## config.mk

```make
export PLATFORM = sky130hd
export DESIGN_NAME = tsn_ctrl
export DESIGN_NICKNAME = d
export VERILOG_FILES = /design/src/sv/tsn_pkg.sv /design/src/sv/tsn_ctrl.sv
export SDC_FILE = /design/constraint.sdc
export NUM_CORES = 1
export LEC_CHECK = 0
export ABC_CLOCK_PERIOD_IN_PS = 4200
export BUFFER_PORTS_ARGS = -buffer_cell sky130_fd_sc_hd__buf_4
export CAP_MARGIN = 20
export CORE_MARGIN = 2
export CORE_UTILIZATION = 45
export CTS_BUF_LIST = sky130_fd_sc_hd__clkbuf_8 sky130_fd_sc_hd__clkbuf_16
export DETAILED_ROUTE_END_ITERATION = 10
export PLACE_DENSITY = 0.68
export SLEW_MARGIN = 25
export SYNTH_ARGS = -nofsm -noshare
export SYNTH_HDL_FRONTEND = slang
export SYNTH_SLANG_ARGS = --single-unit
```

## constraint.sdc

```tcl
create_clock -name clk_i -period 4.2 [get_ports clk_i]
set_clock_uncertainty 0.2 [all_clocks]
set_input_delay 0.21 -clock clk_i [delete_from_list [all_inputs] [get_ports clk_i]]
set_output_delay 0.21 -clock clk_i [all_outputs]
set_load 0.02 [all_outputs]
```

## src/sv/tsn_pkg.sv

```systemverilog
`timescale 1ns / 1ps
`default_nettype none
package tsn_pkg;

  // result row kinds
  typedef enum logic [3:0] {
    ROW_P0      = 4'd0,
    ROW_P1      = 4'd1,
    ROW_P2      = 4'd2,
    ROW_NORMAL  = 4'd3,
    ROW_BOX_MIN = 4'd4,
    ROW_BOX_MAX = 4'd5,
    ROW_OBJECT  = 4'd6,
    ROW_REJECT  = 4'd7,
    ROW_CLEAR   = 4'd8
  } row_e;

  // datapath operations
  typedef enum logic [3:0] {
    OP_IDLE,
    OP_ACCEPT,
    OP_BOX,
    OP_EDGE,
    OP_MUL,
    OP_MAX,
    OP_NORM,
    OP_SQ,
    OP_SQRT,
    OP_DIV
  } op_e;

  // controller states
  typedef enum logic [3:0] {
    S_IDLE,
    S_BOX,
    S_EDGE,
    S_MUL,
    S_MAX,
    S_NORM,
    S_SQ,
    S_SQRT,
    S_DIV,
    S_EMIT
  } state_e;

  // input commands
  localparam logic CMD_TRIANGLE = 1'b0;
  localparam logic CMD_CLEAR    = 1'b1;

  // register indexes
  localparam int unsigned CFG_IDX_W = 3;
  localparam int unsigned CFG_DATA_W = 32;
  localparam logic [CFG_IDX_W-1:0] CFG_OFFSET_X       = 3'd0;
  localparam logic [CFG_IDX_W-1:0] CFG_OFFSET_Y       = 3'd1;
  localparam logic [CFG_IDX_W-1:0] CFG_OFFSET_Z       = 3'd2;
  localparam logic [CFG_IDX_W-1:0] CFG_MATERIAL_ID    = 3'd3;
  localparam logic [CFG_IDX_W-1:0] CFG_OBJECT_TAG     = 3'd4;
  localparam logic [CFG_IDX_W-1:0] CFG_MESH_TRIANGLES = 3'd5;
  localparam logic [CFG_IDX_W-1:0] CFG_MAX_TRIANGLES  = 3'd6;
  localparam logic [CFG_IDX_W-1:0] CFG_MAX_OBJECTS    = 3'd7;

  // step counts of the iterative units
  localparam int unsigned CNT_W      = 6;
  localparam int unsigned MUL_STEPS  = 6;
  localparam int unsigned SQ_STEPS   = 3;
  localparam int unsigned SQRT_STEPS = 32;
  localparam int unsigned DIV_STEPS  = 47;

  localparam logic signed [31:0] BOX_MIN_INIT = 32'sh7FFF_FFFF;
  localparam logic signed [31:0] BOX_MAX_INIT = 32'sh8000_0000;

  typedef struct packed {
    op_e              op;
    logic [CNT_W-1:0] idx;
    row_e             row;
  } cmd_t;

  typedef struct packed {
    logic rej_now;
    logic ending;
    logic norm_done;
    logic zero;
  } sts_t;

endpackage
`default_nettype wire

```

## src/sv/tsn_ctrl.sv

```systemverilog
`timescale 1ns / 1ps
`default_nettype none
module tsn_ctrl (
  input  wire logic          clk_i,
  input  wire logic          rst_ni,
  input  wire logic          in_valid_i,
  output logic               in_ready_o,
  input  wire logic          command_i,
  output logic               out_valid_o,
  input  wire logic          out_ready_i,
  output logic               last_o,
  output tsn_pkg::cmd_t      cmd_o,
  input  wire tsn_pkg::sts_t sts_i
);

  tsn_pkg::state_e                state_q, state_d;
  logic [tsn_pkg::CNT_W-1:0]      cnt_q, cnt_d;
  tsn_pkg::row_e                  row_q, row_d;
  logic                           last_row;

  // final row of the item
  assign last_row = (row_q == tsn_pkg::ROW_CLEAR) || (row_q == tsn_pkg::ROW_REJECT) ||
                    (row_q == tsn_pkg::ROW_OBJECT) ||
                    ((row_q == tsn_pkg::ROW_NORMAL) && !sts_i.ending);

  // next state
  always_comb begin
    state_d = state_q;
    cnt_d   = cnt_q;
    row_d   = row_q;
    case (state_q)
      tsn_pkg::S_IDLE: begin
        if (in_valid_i) begin
          if (command_i == tsn_pkg::CMD_CLEAR) begin
            state_d = tsn_pkg::S_EMIT;
            row_d   = tsn_pkg::ROW_CLEAR;
          end else if (sts_i.rej_now) begin
            state_d = tsn_pkg::S_EMIT;
            row_d   = tsn_pkg::ROW_REJECT;
          end else begin
            state_d = tsn_pkg::S_BOX;
          end
        end
      end
      tsn_pkg::S_BOX: state_d = tsn_pkg::S_EDGE;
      tsn_pkg::S_EDGE: begin
        state_d = tsn_pkg::S_MUL;
        cnt_d   = '0;
      end
      tsn_pkg::S_MUL: begin
        if (cnt_q == tsn_pkg::CNT_W'(tsn_pkg::MUL_STEPS)) begin
          state_d = tsn_pkg::S_MAX;
        end else begin
          cnt_d = cnt_q + 1'b1;
        end
      end
      tsn_pkg::S_MAX: state_d = tsn_pkg::S_NORM;
      tsn_pkg::S_NORM: begin
        if (sts_i.norm_done) begin
          cnt_d = '0;
          if (sts_i.zero) begin
            state_d = tsn_pkg::S_EMIT;
            row_d   = tsn_pkg::ROW_P0;
          end else begin
            state_d = tsn_pkg::S_SQ;
          end
        end
      end
      tsn_pkg::S_SQ: begin
        if (cnt_q == tsn_pkg::CNT_W'(tsn_pkg::SQ_STEPS)) begin
          state_d = tsn_pkg::S_SQRT;
          cnt_d   = '0;
        end else begin
          cnt_d = cnt_q + 1'b1;
        end
      end
      tsn_pkg::S_SQRT: begin
        if (cnt_q == tsn_pkg::CNT_W'(tsn_pkg::SQRT_STEPS - 1)) begin
          state_d = tsn_pkg::S_DIV;
          cnt_d   = '0;
        end else begin
          cnt_d = cnt_q + 1'b1;
        end
      end
      tsn_pkg::S_DIV: begin
        if (cnt_q == tsn_pkg::CNT_W'(tsn_pkg::DIV_STEPS - 1)) begin
          state_d = tsn_pkg::S_EMIT;
          row_d   = tsn_pkg::ROW_P0;
        end else begin
          cnt_d = cnt_q + 1'b1;
        end
      end
      tsn_pkg::S_EMIT: begin
        if (out_ready_i) begin
          if (last_row) begin
            state_d = tsn_pkg::S_IDLE;
          end else begin
            case (row_q)
              tsn_pkg::ROW_P0:      row_d = tsn_pkg::ROW_P1;
              tsn_pkg::ROW_P1:      row_d = tsn_pkg::ROW_P2;
              tsn_pkg::ROW_P2:      row_d = tsn_pkg::ROW_NORMAL;
              tsn_pkg::ROW_NORMAL:  row_d = tsn_pkg::ROW_BOX_MIN;
              tsn_pkg::ROW_BOX_MIN: row_d = tsn_pkg::ROW_BOX_MAX;
              tsn_pkg::ROW_BOX_MAX: row_d = tsn_pkg::ROW_OBJECT;
              default:              row_d = row_q;
            endcase
          end
        end
      end
      default: state_d = tsn_pkg::S_IDLE;
    endcase
  end

  // outputs
  always_comb begin
    in_ready_o  = 1'b0;
    out_valid_o = 1'b0;
    last_o      = 1'b0;
    cmd_o.op    = tsn_pkg::OP_IDLE;
    cmd_o.idx   = cnt_q;
    cmd_o.row   = row_q;
    case (state_q)
      tsn_pkg::S_IDLE: begin
        in_ready_o = 1'b1;
        if (in_valid_i) begin
          cmd_o.op = tsn_pkg::OP_ACCEPT;
        end
      end
      tsn_pkg::S_BOX:  cmd_o.op = tsn_pkg::OP_BOX;
      tsn_pkg::S_EDGE: cmd_o.op = tsn_pkg::OP_EDGE;
      tsn_pkg::S_MUL:  cmd_o.op = tsn_pkg::OP_MUL;
      tsn_pkg::S_MAX:  cmd_o.op = tsn_pkg::OP_MAX;
      tsn_pkg::S_NORM: cmd_o.op = tsn_pkg::OP_NORM;
      tsn_pkg::S_SQ:   cmd_o.op = tsn_pkg::OP_SQ;
      tsn_pkg::S_SQRT: cmd_o.op = tsn_pkg::OP_SQRT;
      tsn_pkg::S_DIV:  cmd_o.op = tsn_pkg::OP_DIV;
      tsn_pkg::S_EMIT: begin
        out_valid_o = 1'b1;
        last_o      = last_row;
      end
      default: cmd_o.op = tsn_pkg::OP_IDLE;
    endcase
  end

  // state registers
  always_ff @(posedge clk_i or negedge rst_ni) begin
    if (!rst_ni) begin
      state_q <= tsn_pkg::S_IDLE;
      cnt_q   <= '0;
      row_q   <= tsn_pkg::ROW_P0;
    end else begin
      state_q <= state_d;
      cnt_q   <= cnt_d;
      row_q   <= row_d;
    end
  end

endmodule
`default_nettype wire

```

==> metrics.yaml, run 1 <==
clocking:
  cts_max_path_buffers: 2
  postCtsSetupBuffers: 0
  clk_pin_slew_ns: 0.06
  cts_root_buffer: "clkbuf_8"
  numCtsBuffers: 3
  cts_tree: "done"
  clk_latency_ns: 0.25
  cts_max_level: 1
  clkSinkCount: 14
power:
  switchingPower_uw: 538
  ir_worst_vdd_mv: 0.523
  p_seq_frac: 0.291
  finalPower_uw: 1110
  swShare: 0.485
  power.leakage_uw: 0.000630
  p_per_area_nw_per_um2: 759
  internal_power_uw: 573
  p_comb_frac: 0.587
  p_clk_frac: 0.122
finish:
  mostFrequentLayoutCells: "25 x buf_4, 14 x dfrtp_1, 12 x nand2_1"
  finalNetCount: 176
  fillCellCount: 231
  final_common_cell: "buf_4"
  regArea_sq_um: 350
  multi_input_area_sq_um: 798
  instances_no_fill: 194
  drive_above_1_share: 0.238
  n_antenna_cell: 0
  area_growth_pct: 19.7
worst_setup_path:
  cp_cell_sequence: "nand2_1 -> a2111oi_4 -> o311ai_4 -> or4_1 -> o211ai_2"
  cp_slowest_cell: "dfrtp_1"
  r2r-start: "state_q[0]"
  crit_path_start_kind: "flop"
  cp_max_fo: 21
  worst_setup_path_end_kind: "flop"
  reg2reg_to: "cnt_q[4]"
  critical_path_class: "reg2reg"
  cp.required_ns: 4.18
  r2r_cells: 5
  critPathBufInv: 0
  max_stage_delay_ns: 0.71
  regToRegSetupSlack_ns: 1.59
  crit_arrival_ns: 2.59
  critical_path.top_delay_family: "simple AND/OR/NAND/NOR gates"
timing:
  worst_pin_slew_ns: 0.596
  post-route-period-util: 0.622
  setup_slack_ns: 1.59
  relSlewSlack: 0.602
  setup_viol: 0
  hold_viol_final: 0
  holdWs_ns: 0.136
  fmax_mhz: 383
  rsz0062_at_grt: "no"
  fin_crit_ns: 2.61
  drv_slew: 0
  tns_ns: 0
status:
  status: "finished, final reports clean"
grt:
  grt.overflow.total: 0
  first_global_vias: 1077
  grt_pass1_wl_microns: 5090
  antenna_found_initial: 0
  grt_max_degree: 22
  gr-usage-all-layers: 0.202
logic_synthesis:
  yosysTopAreaCell: "dfrtp_1"
  synth_area_per_cell_sq_um: 8.50
  synth_edf_count: 0
  synth.area.top_cells: "dfrtp_1 29%, mux2_1 6.4%, nor2b_1 4.6%, a21oi_1 3.7%, nand2_1 3.7%"
  ys_seq_area_frac: 0.286
  yosys_warnings: 0
  netlist.area_leader.share: 0.286
  ys_seq_elements: 14
  synth_ff_type: "dfrtp_1"
  synth_cell_type_count: 49
  synth_area_sq_um: 1220
  syn-instance-count: 144
  synthArstFlopShare: 1.00
  synthesis.nets: 155
drt:
  drc: 0
  wl_per_cell_microns: 14.9
  routed_wl_microns: 2890
  ant_nets: 0
  drtPass1Iterations: 4
  viasPerCell: 5.92
  detail_route.iter0.violations: 39
  vias: 1148
die:
  fp.dieW_microns: 56.1
  die_h_microns: 56.1
  rows: 18
  die-area_sq_um: 3150
  initial_utilization: 0.485
  core_area_sq_um: 2520
  io_pins: 26
placement:
  placedCellCount: 189
  port_buffers: 25
  dp_hpwl_microns: 2120
  gp_congestion: 0.859
  post-place-ws_ns: 1.62
hold_path:
  holdPathEnd: "state_q[3]"
  holdCritPathClass: "in2reg"
  holdCritStartpoint: "sts_i[0]"
  whs_path_depth: 4
flow_run:
  drv_cap: 0
==> power by group through the flow <==
stage	Sequential, uW	Clock, uW	Combinational [uW]
4_1_cts	320	139	658
6_report	323	136	652
5_1_grt	344	144	721
3_5_place_dp	322	0	655
3_3_place_gp	316	0	643
2_1_floorplan	274	0	520
==> through the flow <==
stage	area (sq um)	util
6_report	1470	0.581
5_1_grt	1470	0.581
4_1_cts	1470	0.581
2_1_floorplan	1220	-
3_5_place_dp	1400	0.555
3_3_place_gp	1400	0.555
==> metal layers <==
metal,share of wire,GRT usage
met2,0.48,0.321
met5,0,0
met3,0.042,0.0233
met4,0.018,0.0816
met1,0.46,0.277
==> worst min-delay path, stage by stage <==
cell	delay, ns
buf_4	0.10
o211ai_1	0.08
o31ai_1	0.06
mux2_1	0.11
==> what timing repair did <==
| item | 4_1_cts | 5_1_grt |
|---|---|---|
| hold buffers | 1 | 0 |
| endpoints found under the hold margin | 14 | 0 |
| gates resized for setup | 0 | 0 |
| setup endpoints to repair | 0 | 0 |
==> state kept, by name, summed over array words and instances, names as in the netlist <==
register  flops
row_q         4
state_q       4
cnt_q         6
==> kinds of logic after synthesis <==
family,Yosys count,synth area share
XOR/XNOR,1,0.00716
adder cells (fa/ha/maj),2,0.0204
AND/OR/NAND/NOR,61,0.284
buffers and inverters,17,0.0613
AO/OA/AOI/OAI,42,0.276
flip-flops,14,0.286
multiplexers,7,0.0644
==> layout make-up <==
class | instances | area share
well taps | 30 | 0.0256
repair buffers | 26 | 0.135
multi-input cells | 113 | 0.545
flip-flops and latches | 14 | 0.239
inverters | 7 | 0.0179
clock buffers | 4 | 0.0376
==> worst max-delay path by stage <==
stage	from	endpoint	slack, ns	cells after the start
floorplan	cnt_q[0]	cnt_q[4]	1.76	7
global placement	state_q[0]	cnt_q[4]	1.68	5
detailed placement	state_q[0]	cnt_q[4]	1.62	5
CTS	state_q[0]	cnt_q[4]	1.60	5
global route	state_q[0]	cnt_q[4]	1.40	5
finish	state_q[0]	cnt_q[4]	1.59	5
==> synth_stat cells (all sizes together) (3+ instances only) <==
cell type,n
nor2,10
clkbuf,5
buf,5
nand3,4
nand2b,5
mux2,7
a21oi,9
nor3,6
o22ai,3
inv,7
dfrtp,14
o21ai,9
nor2b,9
nand2,12
o211ai,3
Power figures use the tool's default switching activity.
==> inputs of run 2 (changes only) <==
Settings changed: ABC_CLOCK_PERIOD_IN_PS 4200 to 2500.
Clock period 4.2 ns to 2.5 ns, I/O delays scaled along.
==> metrics.yaml, run 2 (same netlist as run 1, synthesis figures left out) <==
die:
  io_pins: 26
  fp.dieW_microns: 56.1
  die-area_sq_um: 3150
  core_area_sq_um: 2520
  rows: 18
  initial_utilization: 0.485
  die_h_microns: 56.1
finish:
  area_growth_pct: 27.3
  n_antenna_cell: 0
  mostFrequentLayoutCells: "34 x buf_4, 12 x nand2_1, 12 x dfrtp_1"
  final_common_cell: "buf_4"
  multi_input_area_sq_um: 821
  regArea_sq_um: 353
  finalNetCount: 185
  fillCellCount: 213
  regMostFlops: "cnt_q"
  largest_register_ffs: 6
  stdcell_area_sq_um: 1560
  drive_above_1_share: 0.306
  reg_top3: "cnt_q: 6 flops, row_q: 4 flops, state_q: 4 flops"
clocking:
  cts_max_path_buffers: 2
  clk_latency_ns: 0.24
  numCtsBuffers: 3
  clk_pin_slew_ns: 0.06
  cts_max_level: 1
  cts_root_buffer: "clkbuf_8"
  clkSinkCount: 14
  cts_tree: "done"
drt:
  detail_route.iter0.violations: 71
  ant_nets: 0
  routed_wl_microns: 3150
  vias: 1213
  viasPerCell: 5.98
  top_layer: "met4"
  drc: 0
  met1_length_microns: 1340
  wl_met2_microns: 1600
  drtPass1Iterations: 4
  wl_per_cell_microns: 15.5
  dr_wl_met3_microns: 141
timing:
  worst_pin_slew_ns: 0.418
  drv_slew: 0
  hold_viol_final: 0
  setup_viol: 0
  fin_crit_ns: 2.44
  post-route-period-util: 0.977
  relSlewSlack: 0.722
  fmax_mhz: 409
worst_setup_path:
  cp.required_ns: 2.42
  cp_max_fo: 7
  crit_path_start_kind: "flop"
  crit_arrival_ns: 2.37
  worst_setup_path_end_kind: "flop"
  critical_path_class: "reg2reg"
grt:
  gr-usage-all-layers: 0.203
  first_global_vias: 1126
  grt.overflow.total: 0
  antenna_found_initial: 0
  grt_max_degree: 21
  grt_pass1_wl_microns: 5100
status:
  status: "finished, final reports clean"
placement:
  placed_area_sq_um: 1460
  gp_congestion: 0.832
  dp_hpwl_microns: 2270
  port_buffers: 25
power:
  finalPower_uw: 1980
  p_per_area_nw_per_um2: 1270
  power.leakage_uw: 0.000673
  ir_worst_vdd_mv: 1.05
hold_path:
  holdCritPathClass: "in2reg"
flow_run:
  drv_cap: 0
run 2: changes by cell type in the layout (fill, tap and decap cells not counted):
cell | previous run | this run
or4b_1 | 2 | 1
ha_4 | 0 | 1
nor4bb_1 | 1 | 0
buf_4 | 25 | 34
dfrtp_1 | 14 | 12
nor4bb_2 | 0 | 1
ha_1 | 2 | 1
dfrtp_2 | 0 | 2
or4b_4 | 0 | 1
run 2: power breakdown:
group | total [uW] | switching (uW) | leakage, uW | internal (uW)
registers | 436 | 120 | 0.000178 | 316
clock network | 221 | 82.0 | 0.0000288 | 139
logic | 1320 | 727 | 0.000466 | 597
total | 1980 | 929 | 0.000673 | 1050
run 2: repair_timing:
item / 4_1_cts / 5_1_grt
setup buffers: 0 / 1
setup endpoints to repair: 0 / 9
hold endpoints to repair: 14 / 0
resized for setup: 0 / 6
hold buffers: 1 / 0
run 2: per-stage QoR:
stage                     setup TNS (ns)  worst slack, ns  instances  hold WS, ns  utilization
after global placement                 0            0.154        197       -0.213        0.579
after floorplan                        0           0.0607        144       -0.371            -
after CTS                              0           0.0168        202       0.0703        0.605
after detailed placement               0           0.0439        197       -0.208        0.579
after global routing             -0.0440          -0.0331        203       0.0803        0.618
final                                  0           0.0575        203       0.0662        0.618
run 2: final cells by class:
type | instances | share of cell area
multi-input combinational | 113 | 0.527
inverter | 7 | 0.0169
clock buffer | 4 | 0.0353
tap | 30 | 0.0241
timing repair buffer | 35 | 0.170
sequential | 14 | 0.227
run 2: path summary, 6_finish.rpt:
path,startpoint,endpoint,slack (ns),cells past startpoint
worst min register to register,cnt_q[0],cnt_q[0],0.37,1
max in group asynchronous,rst_ni,cnt_q[0],1.80,2
worst max register to register,cnt_q[0],state_q[2],0.06,6
worst max-delay path,cnt_q[0],state_q[2],0.06,6
min in group asynchronous,rst_ni,cnt_q[1],0.11,2
worst min-delay path,command_i,row_q[3],0.07,3
run 2: worst max-delay path: stages, from the launching register on:
cell      delay, ns
dfrtp_2        0.44
ha_4           0.18
or4b_4         0.47
o211a_1        0.24
a211oi_2       0.30
nand3_2        0.15
mux2_1         0.34
run 2: metal layers:
metal,GRT usage,up-vias
li1,-,592
met3,0.0233,6
met5,0,-
met1,0.269,577
met2,0.334,38
met4,0.0816,0
